$ cat src/rtl/e2r_pkg.sv
// ----------------------------------------------------------------------------
// e2r_pkg: shared types and constants for the Euler-to-rotation-matrix block
// Angle reduction constants, CORDIC arctangent table and front/back record.
// ----------------------------------------------------------------------------
package e2r_pkg;

  localparam int TrigFrac     = 30;
  localparam int CordicStages = 18;
  localparam int FullTurn     = 23040;
  localparam int QuarterTurn  = 5760;
  localparam int AngleW       = 16;
  localparam int RemW         = 13;
  localparam int ZW           = 26;
  localparam int TrigW        = 33;
  localparam logic signed [TrigW-1:0] CordicK = 33'sd652032874;
  localparam logic signed [TrigW-1:0] TrigOne = 33'sd1073741824;

  typedef logic signed [TrigW-1:0] trig_t;

  // Reduced angle: quadrant, remainder and exact-axis flag.
  typedef struct packed {
    logic [1:0]      quad;
    logic [RemW-1:0] rem;
    logic            axis;
  } red_ang_t;

  typedef struct packed {
    red_ang_t roll;
    red_ang_t pitch;
    red_ang_t yaw;
  } red_item_t;

  function automatic logic signed [ZW-1:0] atan_tab(input int idx);
    logic signed [ZW-1:0] v;
    begin
      unique case (idx)
        0: v = 26'sd11796480;
        1: v = 26'sd6963869;
        2: v = 26'sd3679517;
        3: v = 26'sd1867780;
        4: v = 26'sd937515;
        5: v = 26'sd469214;
        6: v = 26'sd234664;
        7: v = 26'sd117339;
        8: v = 26'sd58671;
        9: v = 26'sd29335;
        10: v = 26'sd14668;
        11: v = 26'sd7334;
        12: v = 26'sd3667;
        13: v = 26'sd1833;
        14: v = 26'sd917;
        15: v = 26'sd458;
        16: v = 26'sd229;
        default: v = 26'sd115;
      endcase
      return v;
    end
  endfunction

endpackage

$ cat src/rtl/e2r_queue.sv
// ----------------------------------------------------------------------------
// e2r_queue: two-entry queue between front and back
// Decouples angle reduction from the trig and matrix pipeline.
// ----------------------------------------------------------------------------
module e2r_queue (
  input  logic               clk_i,
  input  logic               rst_ni,
  input  logic               valid_i,
  output logic               ready_o,
  input  e2r_pkg::red_item_t item_i,
  output logic               valid_o,
  input  logic               ready_i,
  output e2r_pkg::red_item_t item_o
);

  e2r_pkg::red_item_t mem_q [2];
  logic       wr_q, rd_q;
  logic [1:0] cnt_q;
  logic       push, pop;

  assign ready_o = (cnt_q != 2'd2);
  assign valid_o = (cnt_q != 2'd0);
  assign item_o  = mem_q[rd_q];
  assign push    = valid_i && ready_o;
  assign pop     = valid_o && ready_i;

  always_ff @(posedge clk_i or negedge rst_ni) begin
    if (!rst_ni) begin
      wr_q  <= 1'b0;
      rd_q  <= 1'b0;
      cnt_q <= 2'd0;
    end else begin
      if (push) wr_q <= !wr_q;
      if (pop) rd_q <= !rd_q;
      cnt_q <= cnt_q + 2'(push) - 2'(pop);
    end
  end

  always_ff @(posedge clk_i) begin
    if (push) mem_q[wr_q] <= item_i;
  end

`ifndef NO_ASSERTIONS
  a_no_over: assert property (@(posedge clk_i) disable iff (!rst_ni) cnt_q <= 2'd2)
    else $error("queue count overflow");
  a_pop_cnt: assert property (@(posedge clk_i) disable iff (!rst_ni)
    (pop && !push) |=> (cnt_q == $past(cnt_q) - 2'd1))
    else $error("queue count after pop");
  a_push_cnt: assert property (@(posedge clk_i) disable iff (!rst_ni)
    (push && !pop) |=> (cnt_q == $past(cnt_q) + 2'd1))
    else $error("queue count after push");
`endif

endmodule

$ cat config.mk
export PLATFORM = sky130hd
export DESIGN_NAME = e2r_queue
export DESIGN_NICKNAME = d
export VERILOG_FILES = /design/src/rtl/e2r_pkg.sv /design/src/rtl/e2r_queue.sv
export SDC_FILE = /design/constraint.sdc
export NUM_CORES = 1
export LEC_CHECK = 0
export ABC_AREA = 0
export BUFFER_PORTS_ARGS = -buffer_cell sky130_fd_sc_hd__buf_4
export CORE_MARGIN = 2
export CORE_UTILIZATION = 30
export DETAILED_ROUTE_END_ITERATION = 10
export PLACE_DENSITY = 0.5
export SLEW_MARGIN = 0
export SYNTH_ARGS = -nofsm -noshare
export SYNTH_HDL_FRONTEND = slang
export SYNTH_SLANG_ARGS = --single-unit
$ cat constraint.sdc
create_clock -name clk_i -period 3.43 [get_ports clk_i]
set_input_delay 0.343 -clock clk_i [delete_from_list [all_inputs] [get_ports clk_i]]
set_output_delay 0.343 -clock clk_i [all_outputs]
set_load 0.02 [all_outputs]
Word level (Yosys, flattened, before mapping) --
Memory sizes are Yosys's and may differ from the RTL's. Index checks and enable logic that the tools add are counted.
Operators by class: add/sub/neg operators 2, multipliers 0, divide/modulo/power cells 0, order comparisons 0, equal/unequal tests 1, shifts and indexed selects 0, multiplexer cells 2, bitwise gates (word level) 0, reduce and logical (&&, ||, !) cells 5
Operator list (count):
- $add A2 B1 Y2 | 1
- $logic_and A1 B1 Y1 | 2
- $logic_not A1 Y1 | 2
- $mux W1 | 2
- $ne A2 B2 Y1 const B | 1
- $reduce_bool A2 Y1 | 1
- $sub A2 B1 Y2 | 1
Storage, ports and cells: register bits 4, bits in latches 0, bits in writable memories 96, memory bits (read-only) 0, output and inout bits 50, memories kept 1
Memory list:
- mem_q | depth 2, bits a word 48, read ports 1, clocked after Yosys merged registers in 0, wr ports 1, line e2r_queue.sv:16 | e2r_pkg::red_item_t mem_q [2];

Logic depth before layout (Yosys ltp) --
word-level depth 4, gate-level depth with buffers 5

Least setup slack after synthesis --
OpenSTA, ideal clock, no wires.
path kind reg-to-reg, start point register cnt_q[0], end point memory mem_q[0][0] (netlist bit), enable pin, setup time 0.454 ns, data arrival time 2.821 ns, required time 2.976 ns, slack 0.155 ns, stages on the path, launching flop included 4, clock period less this slack 3.275 ns, cells stage by stage dfrtp_1 > nand2b_1 > nand2_1 > nor2_1
On the way: word-level cells in the longest chain between the ends 4
Ends and longest elaborated chain:
- start: declaration | line e2r_queue.sv:18 | logic [1:0] cnt_q;
- start signal: assignment | line e2r_queue.sv:35 | cnt_q <= cnt_q + 2'(push) - 2'(pop);
- $ne A2 B2 Y1 | line e2r_queue.sv:21 | assign ready_o = (cnt_q != 2'd2);
- net ready_o | line e2r_queue.sv:9 | output logic ready_o,
- $logic_and A1 B1 Y1 | line e2r_queue.sv:24 | assign push = valid_i && ready_o;
- $mux W1 | line e2r_queue.sv:40 | if (push) mem_q[wr_q] <= item_i;
- $mux W1 (implied by the code) | line e2r_queue.sv:40
- end: declaration | line e2r_queue.sv:16
The timed path passes the listed nets, and every way through them passes these cells.

==> out/qor_table.md <==
| Quantity | This run |
|:---|:---|
| Gate count after technology mapping | 171 |
| Wire length of the first global-routing pass | 10200 um |
| Share of the cycle needed by the critical path after routing | 70.0% |
| Worst stage delay on the critical path | 890 ps |
| CTS tree | done |
| Most used flip-flop cell after synthesis | edfxtp_1 |
| Violation count after the first detailed-route iteration | 55 |
| Worst setup path class | flop to output port |
| Cell with the largest stage delay on the worst path | dfrtp_2 |
| Endpoint of the worst-slack reg-to-reg timing path | mem_q[0][0]$_DFFE_PP_ |
| Arithmetic-cell share of the synthesized area counting full adders, half adders and majority gates | 0.340% |
| Warnings, synthesis | 0 |
| Effective utilization at floorplan | 30.7% |
| Core footprint | 12000 um^2 |
| Routed length per placed instance | 15.4 um |
| Fin Clk Skew | 7.16 ps |
| Maximum number of pins on one net before global-route repair | 33 |
| Standard-cell row count | 40 |
| Slack of the worst reg-to-reg path | 1490 ps |
| Ratio of cells with drive above 1 in the final layout | 60.2% |
| Synthesis-stage register bit count | 100 |
| Place WS | 1330 ps |
| Number of diodes | 0 |
| Async S/R FF share, synth | 4.00% |
| Worst-path maximum fanout | 32 |
| Die area | 13200 um^2 |
| Area added between synthesis and finish | 35.1% |
| Final setup fails | 0 |
| Floorplan die height | 115 um |
| TritonCTS buffer count | 9 |
| Launching element of the worst setup path | rd_q$_DFFE_PN0P_ |
| TritonCTS sink count | 100 |
| Share of synthesized area spent on multiplexers | 14.7% |
| Final Routed Wirelength | 6720 um |
| Number of input and output port buffers inserted | 101 |
| Worst skew pair latency | 340 ps |
| Worst Setup Start Kind | flop |
| Post-CTS resize count | 0 |
| Simple-gate share of the synthesized area | 1.77% |
| Synth Area in Compound Gates | 0.815% |
| Remaining number of nets flagged by the antenna check after routing | 0 |
| Hold/Removal Path Class | input port to flop |
| Worst slew margin relative to its limit | 47.0% |
| Fraction of the yosys area taken by sequential cells | 81.0% |
| Via Count | 1899 |
| Net Count, Synth | 224 |
| Dominant combinational cell family by area after synthesis | multiplexers |
| Total half-perimeter wirelength after legalization and detailed placement | 4420 um |
| Non-filler cells, final | 436 |
| Critical path arrival | 2060 ps |
| Boundary pin count | 102 |
| Peak supply drop | 0.395 mV |
| R2r startpoint | cnt_q[0]$_DFF_PN0_ |
| Cell family contributing the most delay on the critical path | flip-flops |
| Setup TNS | 0 ps |
| H-tree depth | 3 |
| CP cell instances | buf_4, mux2_2, buf_4 |
| Ratio of total power to cell area | 874 nW/um^2 |
| End of the critical path | item_o[24] |
| # placed instances | 419 |
| Average cell area after synthesis | 21.5 um^2 |
| Setup repair after global routing missed its margin | false |
| Maximum clock rate | 417 MHz |
| Pleak | 1.85 nW |
| Slew at the pin with the worst max-slew slack | 795 ps |
| Final hold vios | 0 |
| Critical path's most frequent cell | buf_4 |
| Nature of the critical path endpoint | output port |
| Via count of the first global-routing pass | 2018 |
| Data required time at the worst endpoint | 3090 ps |
| Die width | 115 um |
| Post-Syn Area | 3680 um^2 |
| Run status | finished, final reports clean |
| Number of maximum-capacitance violations | 0 |
| Longest Clk Path Bufs | 2 |
| Number of enable flip-flop cells after synthesis | 96 |
| Number of max-slew violations in the final report | 0 |
| Total routing usage reported by global routing | 10.7% |
| Xor and xnor fraction of the mapped netlist area | 0.713% |
| Cell count of the worst reg-to-reg path | 4 |
| DRC violations left | 0 |
| Number of nets in the finished design | 337 |
| Worst-path clk slew | 70 ps |
| Initial antenna violation count | 0 |
| Buf/Inv on CP | 2 |
| Final worst path period need | 2400 ps |
| Worst hold slack | 182 ps |
| Total global routing overflow | 0 |
| GP Congestion | 0.675 |
| Root cell of the clock tree | clkbuf_16 |
| Critical path depth in cells | 3 |
| Post-synth cell types | 18 |
| Final worst slack | 1030 ps |
| Detailed-route vias per instance | 4.36 |
| Router iterations before antenna repair | 3 |
layer usage:
layer / vias up / part of all wire (%) / track usage [%]
met2: 60 / 48 / 16.9
met1: 929 / 44 / 12.9
met3: 10 / 6.7 / 4.53
met4: 0 / 1.7 / 4.34
li1: 900 / - / -
met5: - / 0 / 0
worst min path at each step:
stage                           from                      to  slack, ps  cells after the start
after floorplan               rst_ni      cnt_q[0]$_DFF_PN0_         50                      0
after global placement        rst_ni      cnt_q[0]$_DFF_PN0_        150                      1
after detailed placement      rst_ni      cnt_q[0]$_DFF_PN0_        150                      1
after CTS                 item_i[45]  mem_q[0][45]$_DFFE_PP_        170                      1
after global routing      item_i[11]  mem_q[1][11]$_DFFE_PP_        160                      1
final                     item_i[45]  mem_q[0][45]$_DFFE_PP_        180                      1
kinds of logic (layout without fill, tap and decap cells):
kind of cell | after synthesis | count (layout)
flip-flops | 100 | 100
multiplexers | 48 | 48
AO/OA/AOI/OAI | 3 | 3
buffers and inverters | 5 | 123
adder cells (fa/ha/maj) | 1 | 1
XOR/XNOR | 3 | 3
AND/OR/NAND/NOR | 11 | 11
what timing repair did:
| action | 4_1_cts | 5_1_grt |
|---|---|---|
| hold endpoints to repair | 4 | 0 |
| hold buffers | 1 | 0 |
| buffers inserted | 0 | 0 |
cell usage after synthesis (2+ instances only):
cell      number  area, um^2
buf_2          4        20.0
nor2_1         3        11.3
xnor2_1        3        26.3
mux2_2        48         541
dfrtp_1        4         100
edfxtp_1      96        2880
nand2_1        2        7.51
sequential cells by signal, summed over array words and instances, names as in the netlist:
name	cells
wr_q	1
mem_q	96
cnt_q	2
rd_q	1
final cells by class:
class | instances | area, um^2
clock inverter | 5 | 76.3
fill | 1129 | 7030
timing repair buffer | 107 | 818
tap | 147 | 184
clock buffer | 11 | 233
sequential | 100 | 2980
multi-input combinational | 66 | 682
power by group:
part	leakage [nW]	internal (mW)	total, mW	switching [mW]
logic	0.762	0.717	1.48	0.764
clock network	0.147	0.636	1.05	0.414
registers	0.939	1.67	1.82	0.151
worst reg2reg max path, cell delays in order, from the launching register on:
cell and delay, ps:
dfrtp_1 440, nand2b_1 170, nand2_1 120, nor2_4 610, buf_12 300
cell usage in the layout, fill, tap and decap left out:
cell             n
buf_12           1
nand2_1          2
o21ba_2          1
nand3_1          1
buf_4          105
dlygate4sd3_1    1
and2b_2          1
xnor2_1          3
dfrtp_2          1
clkinv_1         1
ha_1             1
clkinvlp_4       1
clkbuf_1         2
mux2_2          48
a311oi_2         1
nand2b_1         1
clkinv_2         1
clkbuf_16        9
nor2_4           1
nor2_1           2
and3_2           1
edfxtp_1        96
and4bb_1         1
dfrtp_1          3
bufinv_16        2
or2_2            1
o21ai_0          1
stage by stage:
| stage | util (%) | area, um^2 | total power [mW] |
|---|---|---|---|
| CTS | 41.4 | 4980 | 4.43 |
| floorplan | - | 3680 | 2.73 |
| finish | 41.4 | 4980 | 4.35 |
| global placement | 38.8 | 4660 | 3.36 |
| global route | 41.4 | 4980 | 4.58 |
| detailed placement | 38.8 | 4660 | 3.37 |
No activity file was read; power rests on OpenSTA's default activity.
