[src/rtl/e2r_pkg.sv]
// ----------------------------------------------------------------------------
// e2r_pkg: shared types and constants for the Euler-to-rotation-matrix block
// Angle reduction constants, CORDIC arctangent table and front/back record.
// ----------------------------------------------------------------------------
package e2r_pkg;

  localparam int TrigFrac     = 30;
  localparam int CordicStages = 18;
  localparam int FullTurn     = 23040;
  localparam int QuarterTurn  = 5760;
  localparam int AngleW       = 16;
  localparam int RemW         = 13;
  localparam int ZW           = 26;
  localparam int TrigW        = 33;
  localparam logic signed [TrigW-1:0] CordicK = 33'sd652032874;
  localparam logic signed [TrigW-1:0] TrigOne = 33'sd1073741824;

  typedef logic signed [TrigW-1:0] trig_t;

  // Reduced angle: quadrant, remainder and exact-axis flag.
  typedef struct packed {
    logic [1:0]      quad;
    logic [RemW-1:0] rem;
    logic            axis;
  } red_ang_t;

  typedef struct packed {
    red_ang_t roll;
    red_ang_t pitch;
    red_ang_t yaw;
  } red_item_t;

  function automatic logic signed [ZW-1:0] atan_tab(input int idx);
    logic signed [ZW-1:0] v;
    begin
      unique case (idx)
        0: v = 26'sd11796480;
        1: v = 26'sd6963869;
        2: v = 26'sd3679517;
        3: v = 26'sd1867780;
        4: v = 26'sd937515;
        5: v = 26'sd469214;
        6: v = 26'sd234664;
        7: v = 26'sd117339;
        8: v = 26'sd58671;
        9: v = 26'sd29335;
        10: v = 26'sd14668;
        11: v = 26'sd7334;
        12: v = 26'sd3667;
        13: v = 26'sd1833;
        14: v = 26'sd917;
        15: v = 26'sd458;
        16: v = 26'sd229;
        default: v = 26'sd115;
      endcase
      return v;
    end
  endfunction

endpackage

[src/rtl/e2r_front.sv]
// ----------------------------------------------------------------------------
// e2r_front: angle reduction
// Wraps each angle modulo 360 degrees and splits it into quadrant and remainder.
// ----------------------------------------------------------------------------
module e2r_front (
  input  logic                              clk_i,
  input  logic                              rst_ni,
  input  logic                              valid_i,
  output logic                              ready_o,
  input  logic signed [e2r_pkg::AngleW-1:0] roll_deg_i,
  input  logic signed [e2r_pkg::AngleW-1:0] pitch_deg_i,
  input  logic signed [e2r_pkg::AngleW-1:0] yaw_deg_i,
  output logic                              valid_o,
  input  logic                              ready_i,
  output e2r_pkg::red_item_t                item_o
);

  function automatic e2r_pkg::red_ang_t reduce(input logic signed [15:0] a);
    logic signed [17:0] r;
    logic [14:0] u;
    e2r_pkg::red_ang_t o;
    begin
      // |a| <= 32768 < 2*23040: at most two corrections
      r = 18'(a);
      if (r < 0) r = r + 18'sd23040;
      if (r < 0) r = r + 18'sd23040;
      if (r >= 18'sd23040) r = r - 18'sd23040;
      u = r[14:0];
      if (u >= 15'd17280) begin
        o.quad = 2'd3; u = u - 15'd17280;
      end else if (u >= 15'd11520) begin
        o.quad = 2'd2; u = u - 15'd11520;
      end else if (u >= 15'd5760) begin
        o.quad = 2'd1; u = u - 15'd5760;
      end else begin
        o.quad = 2'd0;
      end
      o.rem  = u[12:0];
      o.axis = (u == 15'd0);
      return o;
    end
  endfunction

  logic               valid_q;
  e2r_pkg::red_item_t item_q;

  assign ready_o = !valid_q || ready_i;
  assign valid_o = valid_q;
  assign item_o  = item_q;

  always_ff @(posedge clk_i or negedge rst_ni) begin
    if (!rst_ni) begin
      valid_q <= 1'b0;
    end else if (ready_o) begin
      valid_q <= valid_i;
    end
  end

  always_ff @(posedge clk_i) begin
    if (ready_o && valid_i) begin
      item_q.roll  <= reduce(roll_deg_i);
      item_q.pitch <= reduce(pitch_deg_i);
      item_q.yaw   <= reduce(yaw_deg_i);
    end
  end

endmodule

[config.mk]
export PLATFORM = sky130hd
export DESIGN_NAME = e2r_front
export DESIGN_NICKNAME = d
export VERILOG_FILES = /design/src/rtl/e2r_pkg.sv /design/src/rtl/e2r_front.sv
export SDC_FILE = /design/constraint.sdc
export NUM_CORES = 1
export LEC_CHECK = 0
export BUFFER_PORTS_ARGS = -buffer_cell sky130_fd_sc_hd__buf_2
export CORE_ASPECT_RATIO = 0.7
export CORE_MARGIN = 3
export CORE_UTILIZATION = 45
export CTS_CLUSTER_DIAMETER = 200
export DETAILED_ROUTE_END_ITERATION = 8
export GPL_ROUTABILITY_DRIVEN = 0
export PLACE_DENSITY = 0.77
export SETUP_SLACK_MARGIN = 0.05
export SLEW_MARGIN = 10
export SYNTH_ARGS = -nofsm -noshare
export SYNTH_HDL_FRONTEND = slang
export SYNTH_SLANG_ARGS = --single-unit
[constraint.sdc]
create_clock -name clk_i -period 2.65 [get_ports clk_i]
set_input_delay 0.53 -clock clk_i [delete_from_list [all_inputs] [get_ports clk_i]]
set_output_delay 0.53 -clock clk_i [all_outputs]
set_load 0.02 [all_outputs]
==> results of run 1 <==
per-stage QoR:
stage	std cells	instance area, um^2	setup TNS [ps]
2_1_floorplan	612	6010	-26200
4_1_cts	1162	9750	-26460
3_5_place_dp	1111	8540	-39290
3_3_place_gp	1111	8540	-36230
per-layer routing:
metal | GRT usage [%] | overflow
met1 | 75.1 | 1
met2 | 85.8 | 10
met3 | 62.2 | 0
met4 | 67.2 | 2
met5 | 13.3 | 0
kinds of logic after synthesis:
| group | share of synthesized area, % |
|---|---|
| and+or+nand+nor | 19.9 |
| AOI/OAI and AO/OA | 34.0 |
| muxes | 2.91 |
| DFF | 27.1 |
| xor gates and xnor gates | 6.08 |
| adders and majority gates | 5.54 |
| buffers and inverters | 4.46 |
timing repair:
item	4_1_cts
resized for setup	155
setup endpoints to repair	27
hold endpoints to repair	0
gates cloned	1
hold buffers	0
pin swaps	90
buffers inserted	49
==> impl_metrics.env, run 1 <==
export IMPL_gr_total_overflow=13
export IMPL_netlist_area_mm2=0.00542
export IMPL_synth_edf_count=48
export IMPL_synthDistinctLibCells=88
export IMPL_worst_endpoint="item_o[16]$_DFFE_PP_/D"
export IMPL_mappedNetlistNets=688
export IMPL_ys_ff_latch=49
export IMPL_rows=32
export IMPL_endpoint_type="register data pin"
export IMPL_synthTopCellsByArea="edfxtp_1 27%, ha_1 5.5%, xnor2_1 3.2%"
export IMPL_error="[ERROR GRT-0232] Routing congestion too high. Check the congestion heatmap in the GUI."
export IMPL_synthArstFlopShare_pct=2.04
export IMPL_synth_commonest_cells="48 x edfxtp_1, 34 x a21oi_1, 32 x nand2_1"
export IMPL_htreeDepth=2
export IMPL_hpwl_mm=16.7
export IMPL_synth_top_area_cell="edfxtp_1"
export IMPL_synth_top_flop_cell="edfxtp_1"
export IMPL_synthCells=612
export IMPL_io_buffers=101
export IMPL_die_width_um=137
export IMPL_clock_path_buffers=2
export IMPL_synth_yosys_seq_area_share_pct=27.1
export IMPL_start_util_pct=47.6
export IMPL_yosys_warnings=0
export IMPL_lastStage="global routing"
export IMPL_gr_usage_all_layers_pct=72.5
export IMPL_grt_max_degree=27
export IMPL_avgSynthCellArea_um2=8.85
export IMPL_yosysTopAreaCellShare_pct=26.6
export IMPL_numCtsBuffers=5
export IMPL_clock_sinks=49
export IMPL_status="did not finish"
export IMPL_io_pin_count=102
export IMPL_pre_cts_ws_ps=-1900
export IMPL_die_h_um=97.8
export IMPL_root_buffer="clkbuf_16"
export IMPL_yosysMostFrequentCell="edfxtp_1"
==> run 2, diff against run 1 <==
- CORE_ASPECT_RATIO: 0.7 -> default
- CORE_UTILIZATION: 45 -> 30
- CTS_CLUSTER_DIAMETER: 200 -> default
- PLACE_DENSITY: 0.77 -> default
- PLACE_DENSITY_LB_ADDON: default -> 0.15
- SETUP_SLACK_MARGIN: 0.05 -> default
==> run 2 against run 1 <==
The flow now finishes, with violations (negative setup slack). Synthesized cell count did not move. Area after synthesis did not move.
==> impl_metrics.env, run 2 <==
export IMPL_violations="negative setup slack"
export IMPL_rr_startpoint="valid_o"
export IMPL_gr_usage_all_layers_pct=19.9
export IMPL_ant_nets=0
export IMPL_synth_top_family_by_area="compound AO/OA/AOI/OAI gates"
export IMPL_first_global_vias=6939
export IMPL_endpoint_kind="flop"
export IMPL_rows=48
export IMPL_clock_path_buffers=2
export IMPL_max_slew_worst_pin_slew_ps=631
export IMPL_io_pin_count=102
export IMPL_hold_end="item_o[19]"
export IMPL_final_cell_mix="297 x buf_4, 95 x buf_2, 48 x edfxtp_1"
export IMPL_setup_slack_ps=-1470
export IMPL_gr_total_overflow=0
export IMPL_yosysTopAreaCellShare_pct=26.6
export IMPL_synth_compound_area_share_pct=34.0
export IMPL_grt_max_degree=49
export IMPL_yosys_warnings=0
export IMPL_crit_type="in -> reg"
export IMPL_worst_path_stages=18
export IMPL_cp_slowest_cell="a311o_1"
export IMPL_clkTransAtPathRegs_ps=60
export IMPL_hpwl_mm=15.4
export IMPL_die_h_um=140
export IMPL_clock_sinks=49
export IMPL_slew_viol_final=0
export IMPL_start_util_pct=31.0
export IMPL_ys_ff_latch=49
export IMPL_p_per_area_mw_per_mm2=541
export IMPL_reg2reg_depth=3
export IMPL_htreeDepth=2
export IMPL_worstHoldPathCells=1
export IMPL_numCtsBuffers=5
export IMPL_final_common_cell="buf_4"
export IMPL_synth_top_flop_cell="edfxtp_1"
export IMPL_required_ps=2770
export IMPL_path_max_fanout=5
export IMPL_final_core_util_pct=60.3
export IMPL_max_freq_mhz=243
export IMPL_mappedNetlistNets=688
export IMPL_avgSynthCellArea_um2=8.85
export IMPL_finalNonFillerCells=1265
export IMPL_netlist_area_mm2=0.00542
export IMPL_synth_edf_count=48
export IMPL_cts_tree="yes"
export IMPL_slew_headroom_pct=57.6
export IMPL_synth_fa_ha_area_share_pct=5.54
export IMPL_finalSetupViolations=27
export IMPL_power_leakage_nw=4.37
export IMPL_synthXorXnorAreaFrac_pct=6.08
export IMPL_final_net_count=1115
export IMPL_reg2reg_slack_ps=1170
export IMPL_synth_commonest_cells="48 x edfxtp_1, 34 x a21oi_1, 32 x nand2_1"
export IMPL_yosysMostFrequentCell="edfxtp_1"
export IMPL_worstHoldPathType="in -> reg"
export IMPL_r2r_end="item_o[15]"
export IMPL_holdWs_ps=432
export IMPL_synthTopCellsByArea="edfxtp_1 27%, ha_1 5.5%, xnor2_1 3.2%"
export IMPL_synthCells=612
export IMPL_place_inst=1191
export IMPL_grt_antenna_before_repair=0
export IMPL_largest_register_ffs=48
export IMPL_pre_cts_ws_ps=-1860
export IMPL_dieArea_mm2=0.0197
export IMPL_nFillCells=1484
export IMPL_startpoint_type="primary input"
export IMPL_io_buffers=101
export IMPL_synth_yosys_seq_area_share_pct=27.1
export IMPL_synth_top_area_cell="edfxtp_1"
export IMPL_min_from="pitch_deg_i[2]"
export IMPL_synthDistinctLibCells=88
export IMPL_die_width_um=140
export IMPL_grt_pass1_wl_mm=33.5
export IMPL_maxCapViolCount=0
export IMPL_finalHoldViolations=0
export IMPL_drive_gt1_share_pct=64.9
export IMPL_critical_path_buf_inv_count=5
export IMPL_ir_drop_uv=541
export IMPL_synthArstFlopShare_pct=2.04
export IMPL_via_per_inst=5.36
export IMPL_period_share_pct=155
export IMPL_cp_slowest_stage_delay_ps=400
export IMPL_worstSkewPairLatency_ps=280
export IMPL_syn_to_final_growth_pct=94.5
export IMPL_path_cells="buf_8 > ha_4 > mux2_4 > ha_4 > buf_12 > o41ai_4 > xor2_4 > buf_4 > buf_4 > o211ai_1 > a21oi_1 > a311o_1 > o21ai_4 > buf_6 > o2111a_1 > nor3_2 > or3b_1 > nor4_2"
export IMPL_route_detailed_drc=0
export IMPL_rsz0062_at_grt="true"
export IMPL_drt_first_iter_violations=401
export IMPL_dr_total_vias=6783
export IMPL_status="finished with violations"
export IMPL_synth_simple_gate_area_share_pct=19.9
export IMPL_routed_wl_mm=21.1
export IMPL_fin_skew_ps=3.33
export IMPL_setup_tns_ps=-28580
export IMPL_root_buffer="clkbuf_16"
export IMPL_wire_per_inst_um=16.7
export IMPL_yosys_mux_area_fraction_pct=2.91
export IMPL_cp_arrival_ps=4230
export IMPL_cpLargestDelayFamily="compound AO/OA/AOI/OAI gates"
export IMPL_dr_pass1_iters=5
export IMPL_antennaDiodeCount=0
export IMPL_fin_crit_ps=4120
export IMPL_core_area_mm2=0.0175
-- run 2: cell counts after synthesis --
Identical to the previous run, type by type.
-- run 2: worst max path at each step --
stage                   startpoint          to  slack [ps]
floorplan           pitch_deg_i[9]  item_o[16]       -1460
global placement    pitch_deg_i[9]  item_o[16]       -1760
detailed placement  pitch_deg_i[9]  item_o[16]       -1860
CTS                 pitch_deg_i[9]  item_o[16]       -1430
global route        pitch_deg_i[9]  item_o[16]       -1580
finish               roll_deg_i[9]  item_o[32]       -1470
-- run 2: per-stage QoR --
step	instance area (um^2)	total power (W)
global route	10500	0.00605
global placement	8700	0.00404
floorplan	6010	0.00276
finish	10500	0.00570
CTS	9870	0.00524
detailed placement	8700	0.00408
-- run 2: report_power, final --
group | switching [W] | internal (W) | total, W | leakage (nW)
Clock | 0.000258 | 0.000350 | 0.000608 | 0.0631
Sequential | 0.0000262 | 0.00101 | 0.00104 | 0.471
Combinational | 0.00198 | 0.00208 | 0.00406 | 3.84
Total | 0.00227 | 0.00344 | 0.00570 | 4.37
-- run 2: repair_timing --
item | 4_1_cts | 5_1_grt
buffers inserted | 47 | 26
gates resized for setup | 152 | 90
hold endpoints to repair | 1 | 0
pin swaps | 93 | 60
cloned | 0 | 0
endpoints found under the setup margin | 27 | 27
hold buffers | 1 | 0
-- run 2: cells by family after synthesis --
kind of cell | after synthesis
AOI/OAI and AO/OA | 238
and+or+nand+nor | 196
buffers and inverters | 55
DFF | 49
xor gates and xnor gates | 35
adders and majority gates | 24
muxes | 15
-- run 2: layer usage --
layer | wire length [um] | part of all wire, % | up-vias | track usage [%]
met5 | 0 | 0 | - | 0
met4 | 581 | 2.8 | 0 | 6.22
met3 | 863 | 4.1 | 51 | 2.32
met2 | 10800 | 51 | 184 | 35.9
met1 | 8800 | 42 | 3250 | 24.6
li1 | - | - | 3298 | -
-- run 2: final cells by class --
| type | count | area, um^2 | area share [%] |
|---|---|---|---|
| clock buffers | 6 | 129 | 1.22 |
| clock inverters | 2 | 15.0 | 0.143 |
| inverters | 28 | 113 | 1.07 |
| multi-input cells | 508 | 5170 | 49.0 |
| flip-flops and latches | 49 | 1470 | 13.9 |
| well taps | 225 | 282 | 2.67 |
| repair buffers | 447 | 3360 | 31.9 |
No activity file was read; power rests on OpenSTA's default activity.
